File: src/sv/assert_macros.svh
// ---------------------------------------------------------------------------
// Assertion macros
// Shared concurrent assertion forms; they expand to nothing for synthesis.
// ---------------------------------------------------------------------------
`ifndef ASSERT_MACROS_SVH
`define ASSERT_MACROS_SVH

`ifndef SYNTHESIS

// Same-cycle implication, checked at every rising edge outside reset.
`define ASSERT_IMPLY(label, clk, rst, ante, cons) \
   label: assert property (@(posedge clk) disable iff (rst) (ante) |-> (cons)) \
      else $error("assertion failed");

// Next-cycle implication, checked at every rising edge outside reset.
`define ASSERT_NEXT(label, clk, rst, ante, cons) \
   label: assert property (@(posedge clk) disable iff (rst) (ante) |=> (cons)) \
      else $error("assertion failed");

`else

`define ASSERT_IMPLY(label, clk, rst, ante, cons)
`define ASSERT_NEXT(label, clk, rst, ante, cons)

`endif

`endif

File: src/sv/bmed_pkg.sv
// ---------------------------------------------------------------------------
// bmed_pkg
// Types and fixed constants of the binary erosion and dilation unit.
// ---------------------------------------------------------------------------
`timescale 1ns / 1ps

package bmed_pkg;

   localparam int WORD_W             = 64;
   localparam int ROW_OUT_W          = 12;
   localparam int COL_OUT_W          = 6;
   localparam int KERNEL_RADIUS_LIMIT = 3;

   localparam int CSR_INDEX_W = 4;
   localparam int CSR_DATA_W  = 13;

   localparam int RSP_FIFO_DEPTH = 8;
   localparam int RSP_FIFO_PTR_W = 3;
   localparam int RSP_FIFO_CNT_W = 4;

   typedef enum logic [CSR_INDEX_W-1:0] {
      CSR_DILATE_MODE   = 4'd0,
      CSR_KERNEL_RADIUS = 4'd1,
      CSR_WIDTH_WORDS   = 4'd2,
      CSR_HEIGHT_ROWS   = 4'd3
   } csr_index_type;

   typedef struct packed {
      logic [WORD_W-1:0] pixel_word;
   } req_payload_type;

   typedef struct packed {
      logic [WORD_W-1:0]    out_word;
      logic [ROW_OUT_W-1:0] out_row;
      logic [COL_OUT_W-1:0] out_col;
      logic                 image_end;
   } rsp_payload_type;

   // Operation and kernel size as seen by the lanes and the merge stage.
   typedef struct packed {
      logic       dilate;
      logic [1:0] radius;
   } morph_ctrl_type;

endpackage

File: src/sv/bmed_merge.sv
// ---------------------------------------------------------------------------
// bmed_merge
// Vertical combination of the lane results over the active kernel rows.
// ---------------------------------------------------------------------------
`timescale 1ns / 1ps

module bmed_merge #(
   parameter int LANES = 7
) (
   input  bmed_pkg::morph_ctrl_type               ctrl,
   input  logic [LANES-1:0][bmed_pkg::WORD_W-1:0] lane_a,
   input  logic [LANES-1:0][bmed_pkg::WORD_W-1:0] lane_b,
   output logic [bmed_pkg::WORD_W-1:0]            res_a,
   output logic [bmed_pkg::WORD_W-1:0]            res_b
);
   import bmed_pkg::*;

   // Lanes above twice the radius carry rows outside the kernel and are skipped.
   always_comb begin
      res_a = ctrl.dilate ? '0 : '1;
      res_b = ctrl.dilate ? '0 : '1;
      for (int t = 0; t < LANES; t++) begin
         if (t <= int'({ctrl.radius, 1'b0})) begin
            res_a = ctrl.dilate ? (res_a | lane_a[t]) : (res_a & lane_a[t]);
            res_b = ctrl.dilate ? (res_b | lane_b[t]) : (res_b & lane_b[t]);
         end
      end
   end

endmodule
File: config.mk
export PLATFORM = sky130hd
export DESIGN_NAME = bmed_merge
export DESIGN_NICKNAME = d
export VERILOG_FILES = /design/src/sv/assert_macros.svh /design/src/sv/bmed_pkg.sv /design/src/sv/bmed_merge.sv
export SDC_FILE = /design/constraint.sdc
export NUM_CORES = 1
export LEC_CHECK = 0
export BUFFER_PORTS_ARGS = -buffer_cell sky130_fd_sc_hd__buf_2
export CAP_MARGIN = 20
export CORE_AREA = 3 3 402 404
export DETAILED_ROUTE_END_ITERATION = 12
export DIE_AREA = 0 0 405 407
export GPL_TIMING_DRIVEN = 0
export SLEW_MARGIN = 20
export SYNTH_ARGS = -nofsm -noshare
export SYNTH_HDL_FRONTEND = slang
export SYNTH_SLANG_ARGS = --single-unit
export TNS_END_PERCENT = 20
File: constraint.sdc
create_clock -name vclk -period 4.5
set_input_delay 0.9 -clock vclk [all_inputs]
set_output_delay 0.9 -clock vclk [all_outputs]
set_load 0.05 [all_outputs]
# [After elaboration in Yosys (flattened, before gate mapping)]
# Cells that the tools add are included.
[word_totals] register_bits=0 inputBits=899 output_inout_bits=128 word_cells=61
[classes] order_cmp=6 muxes=27 bitwise_logic=28
[op_table] op="two-way mux 64 bit" n=27
[op_table] op="AND 64 bit" n=14
[op_table] op="bitwise OR 64 bit" n=14
[op_table] op="<= comparator 3 bit, first input constant" n=3
[op_table] op="<= comparator 2 x 3 -> 1 bit, first input constant" n=2
[op_table] op="<= comparator 1 x 3 -> 1 bit, first input constant" n=1

# [Depth between registers and ports, before layout]
# Gate-level depths: netlist of the first run.
[depth] word_depth=21 ltp_mapped=8 ltp_nobuf=4

# [Worst setup path after synthesis of the first run]
# No wires, ideal clock.
[synth_timing] path_kind="input to output" start="input ctrl[0] (netlist name)" end="output res_a[32] (netlist name)" t_arrival_ns=2.399 path_slack_ns=1.201 path_stages=5 path_buffers=3 path_cell_list="buf_2 nand2_1 buf_2 buf_2 o221ai_1"
[synth_via] elab_chain_len=17
[synth_lines] item="start: declaration" line_no="bmed_merge.sv:10" source="input bmed_pkg::morph_ctrl_type ctrl,"
[synth_lines] item="<= comparator 1 x 3 -> 1 bit" line_no="bmed_merge.sv:23" source="if (t <= int'({ctrl.radius, 1'b0})) begin"
[synth_lines] item="two-way mux 64 bit" line_no="bmed_merge.sv:23"
[synth_lines] item="AND 64 bit / bitwise OR 64 bit (equally long branches)" line_no="bmed_merge.sv:24" source="res_a = ctrl.dilate ? (res_a | lane_a[t]) : (res_a & lane_a[t]);"
[synth_lines] item="two-way mux 64 bit" line_no="bmed_merge.sv:24"
[synth_lines] item="two-way mux 64 bit" line_no="bmed_merge.sv:23"
[synth_lines] item="AND 64 bit / bitwise OR 64 bit (equally long branches)" line_no="bmed_merge.sv:24"
[synth_lines] item="two-way mux 64 bit" line_no="bmed_merge.sv:24"
[synth_lines] item="two-way mux 64 bit" line_no="bmed_merge.sv:23"
[synth_lines] item="AND 64 bit / bitwise OR 64 bit (equally long branches)" line_no="bmed_merge.sv:24"
[synth_lines] item="two-way mux 64 bit" line_no="bmed_merge.sv:24"
[synth_lines] item="two-way mux 64 bit" line_no="bmed_merge.sv:23"
[synth_lines] item="AND 64 bit / bitwise OR 64 bit (equally long branches)" line_no="bmed_merge.sv:24"
[synth_lines] item="two-way mux 64 bit" line_no="bmed_merge.sv:24"
[synth_lines] item="two-way mux 64 bit" line_no="bmed_merge.sv:23"
[synth_lines] item="AND 64 bit / bitwise OR 64 bit (equally long branches)" line_no="bmed_merge.sv:24"
[synth_lines] item="two-way mux 64 bit" line_no="bmed_merge.sv:24"
[synth_lines] item="two-way mux 64 bit (*)" line_no="bmed_merge.sv:23"
[synth_lines] item="end: declaration" line_no="bmed_merge.sv:13" source="output logic [bmed_pkg::WORD_W-1:0] res_a,"
# Mark *: on every way between the ends. The rest lies on a longest branch, timed or not.

# [Final worst setup path of the first run]
[layout_timing] start="input ctrl[2] (netlist name)" end="output res_a[53] (netlist name)"
[layout_via] elab_chain_len=21
[layout_lines] item="two-way mux 64 bit" line_no="bmed_merge.sv:20" source="res_a = ctrl.dilate ? '0 : '1;"
[layout_lines] item="AND 64 bit / bitwise OR 64 bit (equally long branches)" line_no="bmed_merge.sv:24"
[layout_lines] item="two-way mux 64 bit" line_no="bmed_merge.sv:24"
[layout_lines] item="AND 64 bit / bitwise OR 64 bit (equally long branches)" line_no="bmed_merge.sv:24"
[layout_lines] item="two-way mux 64 bit" line_no="bmed_merge.sv:24"
[layout_lines] item="two-way mux 64 bit" line_no="bmed_merge.sv:23"
[layout_lines] item="AND 64 bit / bitwise OR 64 bit (equally long branches)" line_no="bmed_merge.sv:24"
[layout_lines] item="two-way mux 64 bit" line_no="bmed_merge.sv:24"
[layout_lines] item="[5 not listed]"
[layout_lines] item="two-way mux 64 bit" line_no="bmed_merge.sv:24"
[layout_lines] item="two-way mux 64 bit" line_no="bmed_merge.sv:23"
[layout_lines] item="AND 64 bit / bitwise OR 64 bit (equally long branches)" line_no="bmed_merge.sv:24"
[layout_lines] item="two-way mux 64 bit" line_no="bmed_merge.sv:24"
[layout_lines] item="two-way mux 64 bit" line_no="bmed_merge.sv:23"
[layout_lines] item="AND 64 bit / bitwise OR 64 bit (equally long branches)" line_no="bmed_merge.sv:24"
[layout_lines] item="two-way mux 64 bit" line_no="bmed_merge.sv:24"
[layout_lines] item="two-way mux 64 bit (*)" line_no="bmed_merge.sv:23"
# Marks and branches as above.

==> parameters.txt, run 1 <==
Parameter                              Value

Die
  Number of top-level pins    1,027
  Die Width    405 um
  Effective utilization at floorplan    0.04962
  Placeable Area    158,200 um^2
  Floorplan die height    407 um
  Standard-cell row count    146
  Area of the die    164,800 um^2

Global routing
  Wire length of the first global-routing pass    151,200 um
  Global-route usage over all layers    0.1375
  Number of antenna violations at the first check in global routing    114
  Residual overflow from global routing    0
  Maximum number of pins on one net before global-route repair    11
  Via count of the first global-routing pass    16,096

CTS
  Post-CTS setup buffer count    0
  CTS Hold Buffers Added    0

Layout
  Num sequential    0
  Non-filler instance count after layout    4,512
  Share of cells above drive strength 1    0.4685
  Post-synthesis to final-layout area growth    100.6%
  Net count reported at finish    3,298
  Final-layout clock buffer total    0
  Non-Filler Cell Area, Final    15,750 um^2
  Storage cell area    0 um^2

Placement
  Placed cell count    4,469
  Cell Area, Placed    15,620 um^2
  HPWL Detailed    110,300 um
  Buffers added on ports    1,024
  Global placer's final weighted congestion    1.019

Detailed routing
  Number of nets with antenna violations after detailed routing    0
  First drt pass iteration count    6
  Routed len/inst    27.26 um
  Total vias in the final route    17,579
  Number of vias per cell    3.896
  Count of routing violations after the opening detailed-route iteration    2,093
  # DRC    0
  Post-Route WL    123,000 um

STA
  Final setup violation count    0
  Count of endpoints failing hold in the final timing report    0
  Max Freq    232.2 MHz
  Setup repair after global routing missed its margin    false
  Tightest slew margin relative to the limit    0.2760
  Final count of pins violating max slew    0
  Tightest hold margin    2.271 ns
  Final cycle utilization of the critical path    0.9569
  Slew @ Worst Pin    1.086 ns
  Clock period minus final worst setup slack    4.306 ns

Logic synthesis
  Post-Synthesis Net Count    2,270
  Area share of the leading cell type in the synthesized netlist    0.1846
  Synthesized-area fraction occupied by xor and xnor cells    0
  Multiplexer share of the synthesized area    0
  Ys Warns    0
  Simple-gate share of the synthesized area    0.3717
  Combinational family with the most area after synthesis    compound AO/OA/AOI/OAI gates
  Mapped Cells    1,371
  Synthesized-area fraction occupied by adder cells    0
  Mapped Area    7850 um^2
  Cell type with the highest aggregate area in the netlist    sky130_fd_sc_hd__nand2_1
  Cell types with the largest area share after synthesis    sky130_fd_sc_hd__nand2_1 (18%), sky130_fd_sc_hd__o221ai_1 (14%), sky130_fd_sc_hd__o21a_1 (12%)
  Post-synthesis compound-gate area fraction    0.5704
  Avg Inst Size Synth    5.726 um^2
  Yosys cell types    20
  Part of the Yosys area used for sequential elements    0

Flow run
  # Max-Cap Violations    0

Setup path
  Startpoint class of the critical path    primary input
  Arr. time, crit path    3.41 ns
  Max FO, Critical Path    12
  Type of element capturing the critical path    output pin
  Timing startpoint of the critical path    ctrl[2]
  Data required time at the worst endpoint    3.60 ns
  Path type of the worst setup path    in -> out

Min path
  Launch instance of the worst min-delay path    lane_a[45]
  Kind of path behind the tightest hold check    in -> out

Pwr
  Peak supply drop    0.05783 mV
  Power per cell area    132.3 nW/um^2
  Leakage power total    6.389 nW

Status
  Status    finished, final reports clean
[repair_timing]
item | in CTS | in global routing
gates resized for setup | 5 | 0
hold endpoints to repair | 0 | 0
endpoints found under the setup margin | 24 | 0
[synthesized netlist by cell type]
cell and count:
sky130_fd_sc_hd__o31ai_1 1, sky130_fd_sc_hd__nor4_1 128, sky130_fd_sc_hd__o21a_1 128, sky130_fd_sc_hd__nand4_1 1
sky130_fd_sc_hd__nor3_1 127, sky130_fd_sc_hd__o211ai_1 98, sky130_fd_sc_hd__o211ai_2 30, sky130_fd_sc_hd__o21ai_1 30
sky130_fd_sc_hd__buf_2 39, sky130_fd_sc_hd__buf_4 3, sky130_fd_sc_hd__nand2b_4 1, sky130_fd_sc_hd__o21ai_0 98
sky130_fd_sc_hd__o221ai_1 127, sky130_fd_sc_hd__nor2b_1 1, sky130_fd_sc_hd__buf_6 10, sky130_fd_sc_hd__nand2_2 1
sky130_fd_sc_hd__nand2_1 386, sky130_fd_sc_hd__buf_1 1, sky130_fd_sc_hd__clkbuf_1 32, sky130_fd_sc_hd__a21oi_1 129
[worst max-delay path: stages]
cell,delay (ns)
sky130_fd_sc_hd__buf_6,0.14
sky130_fd_sc_hd__nand2_4,0.39
sky130_fd_sc_hd__buf_2,0.58
sky130_fd_sc_hd__clkbuf_2,0.58
sky130_fd_sc_hd__o221ai_1,0.42
sky130_fd_sc_hd__buf_2,0.33
[through the flow]
step	power, mW	setup slack, ns	setup TNS, ns	util
final	2.084	0.1942	0	0.09954
after global routing	2.204	0.1101	0	0.09923
after CTS	2.094	0.1393	0	0.09886
after detailed placement	2.085	-0.7162	-6.250	0.09874
after global placement	2.061	-0.7377	-16.73	0.09841
after floorplan	0.9342	1.201	0	-
[routing by layer]
| layer | vias up | track usage | wire [um] |
|---|---|---|---|
| li1 | 7617 | - | - |
| met1 | 8235 | 0.1544 | 44680 |
| met2 | 1375 | 0.2337 | 57970 |
| met3 | 314 | 0.05051 | 13470 |
| met4 | 38 | 0.05757 | 6635 |
| met5 | - | 0 | 242 |
[layout by cell type, fill, tap and decap left out, types with 3 or more instances in the layout]
master,instances
sky130_fd_sc_hd__o21ai_1,30
sky130_fd_sc_hd__o211ai_2,30
sky130_fd_sc_hd__clkbuf_1,22
sky130_fd_sc_hd__buf_6,10
sky130_fd_sc_hd__clkbuf_2,10
sky130_fd_sc_hd__buf_2,1063
sky130_fd_sc_hd__o221ai_1,125
sky130_fd_sc_hd__nor4_1,128
sky130_fd_sc_hd__diode_2,43
sky130_fd_sc_hd__nor3_1,127
sky130_fd_sc_hd__nand2_1,385
sky130_fd_sc_hd__buf_4,3
sky130_fd_sc_hd__o21a_1,128
sky130_fd_sc_hd__o211ai_1,98
sky130_fd_sc_hd__o21ai_0,98
sky130_fd_sc_hd__a21oi_1,129
[final cells by class]
class,instances,area [um^2]
diodes,43,107.6
fillers,18803,142400
multi-input cells,1286,7416
plain buffers,85,466.7
repair buffers,1026,5165
well taps,2072,2592
[worst paths after layout]
check / to / slack, ns / cells after the start
min: res_a[45] / 2.27 / 4
max: res_a[53] / 0.19 / 6
[cells by family (layout without fill, tap and decap cells)]
logic type	after synthesis	count (layout)
AO/OA/AOI/OAI	641	641
buffers and inverters	85	1111
other	0	43
AND/OR/NAND/NOR	645	645
[power breakdown]
part / internal (mW) / switching, mW / total [mW]
Sequential: 0 / 0 / 0
Combinational: 0.631 / 1.45 / 2.08
Clock: 0.00000102 / 0 / 0.00000102
Total: 0.631 / 1.45 / 2.08
Power figures use the tool's default switching activity.
==> inputs of run 2 (changes only) <==
--- a/config.mk
+++ b/config.mk
@@ -7,9 +7,9 @@
 export LEC_CHECK = 0
 export BUFFER_PORTS_ARGS = -buffer_cell sky130_fd_sc_hd__buf_2
 export CAP_MARGIN = 20
-export CORE_AREA = 3 3 402 404
+export CORE_AREA = 3 3 397 399
 export DETAILED_ROUTE_END_ITERATION = 12
-export DIE_AREA = 0 0 405 407
+export DIE_AREA = 0 0 400 402
 export GPL_TIMING_DRIVEN = 0
 export SLEW_MARGIN = 20
 export SYNTH_ARGS = -nofsm -noshare
==> run 2 against run 1 <==
Die area down 2.4%. Cell area decreased by 0.37%. Power shrank 2.0%. Highest routed layer unchanged.
==> parameters.txt, run 2 (same netlist as run 1, synthesis figures left out) <==
Parameter                              Value

Status
  Status    finished, final reports clean

Layout
  Post-synthesis to final-layout area growth    99.86%
  Share of cells above drive strength 1    0.4683 (about the same)
  Most common cell after layout, fill and taps aside    sky130_fd_sc_hd__buf_2
  Storage cell area    0 um^2 (unchanged)
  Non-filler instance count after layout    4,480 (-0.71%)
  Number of inserted filler cells in the final layout    18,348 (-2.4%)
  Net count reported at finish    3,297 (-0.030%)
  Num sequential    0 (unchanged)
  Non-Filler Cell Area, Final    15,690 um^2 (-0.37%)
  Core occupancy in the finished layout    0.1017 (+0.002181)
  Most frequent cells in the layout    sky130_fd_sc_hd__buf_2 (1,062), sky130_fd_sc_hd__nand2_1 (385), sky130_fd_sc_hd__a21oi_1 (129), sky130_fd_sc_hd__o21a_1 (128), sky130_fd_sc_hd__nor4_1 (128)
  Final-layout clock buffer total    0 (unchanged)

Pwr
  Sequential group share of total power    0 (unchanged)
  Peak supply drop    0.06629 mV (+15%)
  Clock power frac    0 (unchanged)
  Internal cell power    0.6295 mW (-0.23%)
  Power share of the combinational group    1.000 (about the same)
  Sum of internal, switching and leakage power    2.042 mW (-2.0%)
  Switching pwr    1.412 mW (-2.8%)
  Power per cell area    130.1 nW/um^2 (-1.7%)
  Leakage power total    6.378 nW (-0.19%)
  Sw frac    0.6917 (-0.005573)

Global routing
  Via count of the first global-routing pass    16,147 (+0.32%)
  Number of antenna violations at the first check in global routing    98 (-14%)
  Wire length of the first global-routing pass    144,200 um (-4.6%)
  Residual overflow from global routing    0 (unchanged)
  Maximum number of pins on one net before global-route repair    11 (unchanged)
  Global-route usage over all layers    0.1325 (-0.004958)

Setup path
  Data required time at the worst endpoint    3.60 ns (about the same)
  Max FO, Critical Path    10 (-2)
  Startpoint class of the critical path    primary input
  Path type of the worst setup path    in -> out
  Type of element capturing the critical path    output pin
  Arr. time, crit path    3.35 ns (-0.06 ns)

STA
  Tightest hold margin    2.274 ns (+0.003760 ns)
  Final count of pins violating max slew    0 (unchanged)
  Tightest slew margin relative to the limit    0.3710 (+0.09497)
  Max Freq    235.4 MHz (+1.4%)
  Count of endpoints failing hold in the final timing report    0 (unchanged)
  Slew @ Worst Pin    0.9435 ns (-0.1425 ns)
  Setup repair after global routing missed its margin    false
  Clock period minus final worst setup slack    4.248 ns (-0.05785 ns)
  Final cycle utilization of the critical path    0.9440 (-0.01285)
  Final setup violation count    0 (unchanged)

Die
  Placeable Area    154,200 um^2 (-2.5%)
  Area of the die    160,800 um^2 (-2.4%)
  Standard-cell row count    144 (-1.4%)
  Die Width    400 um (-1.2%)
  Effective utilization at floorplan    0.05090 (+0.001277)
  Floorplan die height    402 um (-1.2%)
  Number of top-level pins    1,027 (unchanged)

Placement
  Cell Area, Placed    15,570 um^2 (-0.34%)
  Buffers added on ports    1,024 (unchanged)
  Placed cell count    4,440 (-0.65%)
  HPWL Detailed    102,600 um (-7.0%)
  Global placer's final weighted congestion    1.020 (about the same)

Detailed routing
  Number of vias per cell    3.840 (-1.4%)
  Number of nets with antenna violations after detailed routing    0 (unchanged)
  Total vias in the final route    17,203 (-2.1%)
  # DRC    0 (unchanged)
  Routed len/inst    25.76 um (-5.5%)
  Count of routing violations after the opening detailed-route iteration    1,754 (-16%)
  Post-Route WL    115,400 um (-6.2%)
  First drt pass iteration count    5 (-1)

Flow run
  # Max-Cap Violations    0 (unchanged)

CTS
  Post-CTS setup buffer count    0 (unchanged)

Min path
  Kind of path behind the tightest hold check    in -> out
-- run 2: path summary, 6_finish.rpt --
check | from | end | slack [ns] | depth (start not counted)
worst max-delay path | ctrl[1] | res_a[45] | 0.25 | 6
worst min-delay path | lane_b[15] | res_b[15] | 2.27 | 4
-- run 2: power groups by stage --
stage	Combinational, mW	Clock, mW	Sequential, mW
global route	2.16	0.000000345	0
global placement	2.03	0	0
CTS	2.06	0	0
detailed placement	2.05	0	0
finish	2.04	0.000000396	0
floorplan	0.934	0	0
-- run 2: stage by stage --
stage	setup TNS, ns	setup slack (ns)
global placement	-14.47	-1.017
floorplan	0	1.201
CTS	0	0.02868
detailed placement	-2.071	-0.3695
global route	0	0.01565
finish	0	0.2520
-- run 2: layout make-up --
class / count / area (um^2) / share of cell area
Multi-Input combinational cell: 1286 / 7411 / 0.4724
Tap cell: 2044 / 2557 / 0.1630
Antenna cell: 40 / 100.1 / 0.006380
Timing Repair Buffer: 1025 / 5145 / 0.3279
Buffer: 85 / 475.5 / 0.03031
-- run 2: critical path, stage by stage --
cell and delay [ns]:
sky130_fd_sc_hd__buf_4 0.15, sky130_fd_sc_hd__nand2_2 0.52, sky130_fd_sc_hd__buf_2 0.50, sky130_fd_sc_hd__clkbuf_1 0.48, sky130_fd_sc_hd__o221ai_1 0.41, sky130_fd_sc_hd__buf_2 0.34
-- run 2: layer usage --
| layer | track usage | up-vias | wire length, um |
|---|---|---|---|
| met5 | 0 | - | 249 |
| met4 | 0.04835 | 36 | 5867 |
| met3 | 0.02711 | 277 | 9369 |
| met2 | 0.2318 | 1268 | 54880 |
| met1 | 0.1585 | 8001 | 45020 |
| li1 | - | 7621 | - |
-- run 2: repair_timing --
item	4_1_cts	5_1_grt
setup endpoints to repair	9	0
gates resized for setup	5	0
hold buffers	0	0
==> inputs of run 3 (changes only) <==
--- a/config.mk
+++ b/config.mk
@@ -11,6 +11,7 @@
 export DETAILED_ROUTE_END_ITERATION = 12
 export DIE_AREA = 0 0 400 402
 export GPL_TIMING_DRIVEN = 0
+export RECOVER_POWER = 50
 export SLEW_MARGIN = 20
 export SYNTH_ARGS = -nofsm -noshare
 export SYNTH_HDL_FRONTEND = slang
==> run 3 against run 2 <==
Non-clock buffer count is the same. Power shrank 0.33%. Worst hold slack is essentially flat. Largest power group unchanged. Global-route usage is the same.
==> parameters.txt, run 3 (same netlist as run 1, synthesis figures left out) <==
Parameter                              Value

Status
  Status    finished, final reports clean

Layout
  Share of cells above drive strength 1    0.4558 (-0.01252)
  Non-Filler Cell Area, Final    15,640 um^2 (-0.34%)
  Most common cell after layout, fill and taps aside    sky130_fd_sc_hd__buf_2
  Post-synthesis to final-layout area growth    99.19%
  Multi-input gate area    7411 um^2 (unchanged)
  Core occupancy in the finished layout    0.1014 (-0.0003410)
  Num sequential    0 (unchanged)
  Number of inserted filler cells in the final layout    18,357 (+0.049%)
  Storage cell area    0 um^2 (unchanged)
  Net count reported at finish    3,297 (unchanged)
  Final-layout clock buffer total    0 (unchanged)
  Non-filler instance count after layout    4,474 (-0.13%)
  Most frequent cells in the layout    sky130_fd_sc_hd__buf_2 (998), sky130_fd_sc_hd__nand2_1 (385), sky130_fd_sc_hd__a21oi_1 (129), sky130_fd_sc_hd__o21a_1 (128), sky130_fd_sc_hd__nor4_1 (128)

Global routing
  Number of antenna violations at the first check in global routing    98 (unchanged)
  GRT met1 Usage    0.1585 (unchanged)
  Residual overflow from global routing    0 (unchanged)
  Layer with the highest usage after global routing    met2
  Met2 usage    0.2318 (unchanged)
  Met3 layer usage reported by global route    0.02711 (unchanged)
  Via count of the first global-routing pass    16,147 (unchanged)
  Global-route usage over all layers    0.1325 (unchanged)
  Wire length of the first global-routing pass    144,200 um (unchanged)
  Maximum number of pins on one net before global-route repair    11 (unchanged)

Setup path
  Critical-path top delay cell    sky130_fd_sc_hd__clkbuf_1
  Cells along the critical path    buf_4 > clkbuf_2 > clkbuf_1 > a21oi_1 > o211ai_1 > o221ai_1 > buf_2
  Maximum cell stage delay along the critical path    0.69 ns (+0.17 ns)
  Max FO, Critical Path    10 (unchanged)
  Path type of the worst setup path    in -> out
  Type of element capturing the critical path    output pin
  Arr. time, crit path    3.43 ns (+0.08 ns)
  Data required time at the worst endpoint    3.60 ns (about the same)
  Startpoint class of the critical path    primary input
  Worst setup path end    res_b[55]
  Timing startpoint of the critical path    ctrl[1]

Die
  Standard-cell row count    144 (unchanged)
  Floorplan die height    402 um (unchanged)
  Number of top-level pins    1,027 (unchanged)
  Placeable Area    154,200 um^2 (unchanged)
  Area of the die    160,800 um^2 (unchanged)
  Die Width    400 um (unchanged)
  Effective utilization at floorplan    0.05090 (unchanged)

STA
  Final setup violation count    0 (unchanged)
  Final count of pins violating max slew    0 (unchanged)
  Final cycle utilization of the critical path    0.9629 (+0.01892)
  Tightest hold margin    2.274 ns (-0.00007000 ns)
  Tightest slew margin relative to the limit    0.3586 (-0.01239)
  Slew @ Worst Pin    0.9621 ns (+0.01859 ns)
  Fin Setup TNS    0 ns (unchanged)
  Setup repair after global routing missed its margin    false
  Clock period minus final worst setup slack    4.333 ns (+0.08513 ns)
  Max Freq    230.8 MHz (-2.0%)
  Count of endpoints failing hold in the final timing report    0 (unchanged)

Placement
  Cell Area, Placed    15,570 um^2 (unchanged)
  Global placer's final weighted congestion    1.020 (unchanged)
  Buffers added on ports    1,024 (unchanged)
  HPWL Detailed    102,600 um (unchanged)
  Placed cell count    4,440 (unchanged)

Detailed routing
  Post-Route WL    115,200 um (-0.13%)
  First drt pass iteration count    5 (unchanged)
  Count of routing violations after the opening detailed-route iteration    1,739 (-0.86%)
  Number of vias per cell    3.835 (-0.13%)
  # DRC    0 (unchanged)
  Routed len/inst    25.76 um (about the same)
  Total vias in the final route    17,157 (-0.27%)
  Number of nets with antenna violations after detailed routing    0 (unchanged)

Pwr
  Power per cell area    130.1 nW/um^2 (about the same)
  Peak supply drop    0.06536 mV (-1.4%)
  Leakage power total    6.313 nW (-1.0%)

Flow run
  # Max-Cap Violations    0 (unchanged)

Min path
  Kind of path behind the tightest hold check    in -> out

CTS
  Post-CTS setup buffer count    0 (unchanged)
-- run 3: cell types whose count changed in the layout (fill, tap and decap cells not counted) --
| cell | before | now |
|---|---|---|
| sky130_fd_sc_hd__buf_2 | 1062 | 998 |
| sky130_fd_sc_hd__clkbuf_2 | 9 | 43 |
| sky130_fd_sc_hd__clkbuf_1 | 23 | 53 |
| sky130_fd_sc_hd__diode_2 | 40 | 34 |
-- run 3: metrics by stage --
step	power, mW	worst slack (ns)
after floorplan	0.9342	1.201
after global placement	2.035	-1.017
after detailed placement	2.051	-0.3695
after CTS	2.060	0.02868
after global routing	2.158	0.01410
final	2.035	0.1669
-- run 3: repair_timing --
item / in CTS / in global routing
hold buffers: 0 / 0
setup endpoints to repair: 9 / 0
gates resized for setup: 5 / 0
-- run 3: final cells by class --
class                           count  area share
Multi-Input combinational cell   1286      0.4740
Timing Repair Buffer             1025      0.3272
Tap cell                         2044      0.1636
Buffer                             85     0.02985
Antenna cell                       34    0.005441
-- run 3: layer usage --
metal	vias to the layer above	wire [um]
met2	1264	54830
met4	36	5939
met1	7937	45170
met3	293	9054
met5	-	250
li1	7627	-
-- run 3: worst max-delay path, delay by kind of cell --
kind,cells,cell delay (ns)
buffers and inverters,4,1.81
AO/OA/AOI/OAI,3,0.63
-- run 3: how the worst min path moves through the flow --
stage	startpoint	to	slack (ns)	cells past startpoint
floorplan	lane_a[62]	res_a[62]	2.13	2
global placement	lane_a[62]	res_a[62]	2.25	4
detailed placement	lane_a[62]	res_a[62]	2.27	4
CTS	lane_a[62]	res_a[62]	2.27	4
global route	lane_a[62]	res_a[62]	2.29	4
finish	lane_a[33]	res_a[33]	2.27	4
-- run 3: power by group --
group | switching, mW | internal (mW) | total (mW) | leakage [nW]
clock network | 0 | 0.000000638 | 0.000000639 | 0.000211
registers | 0 | 0 | 0 | 0
logic | 1.41 | 0.622 | 2.03 | 6.31
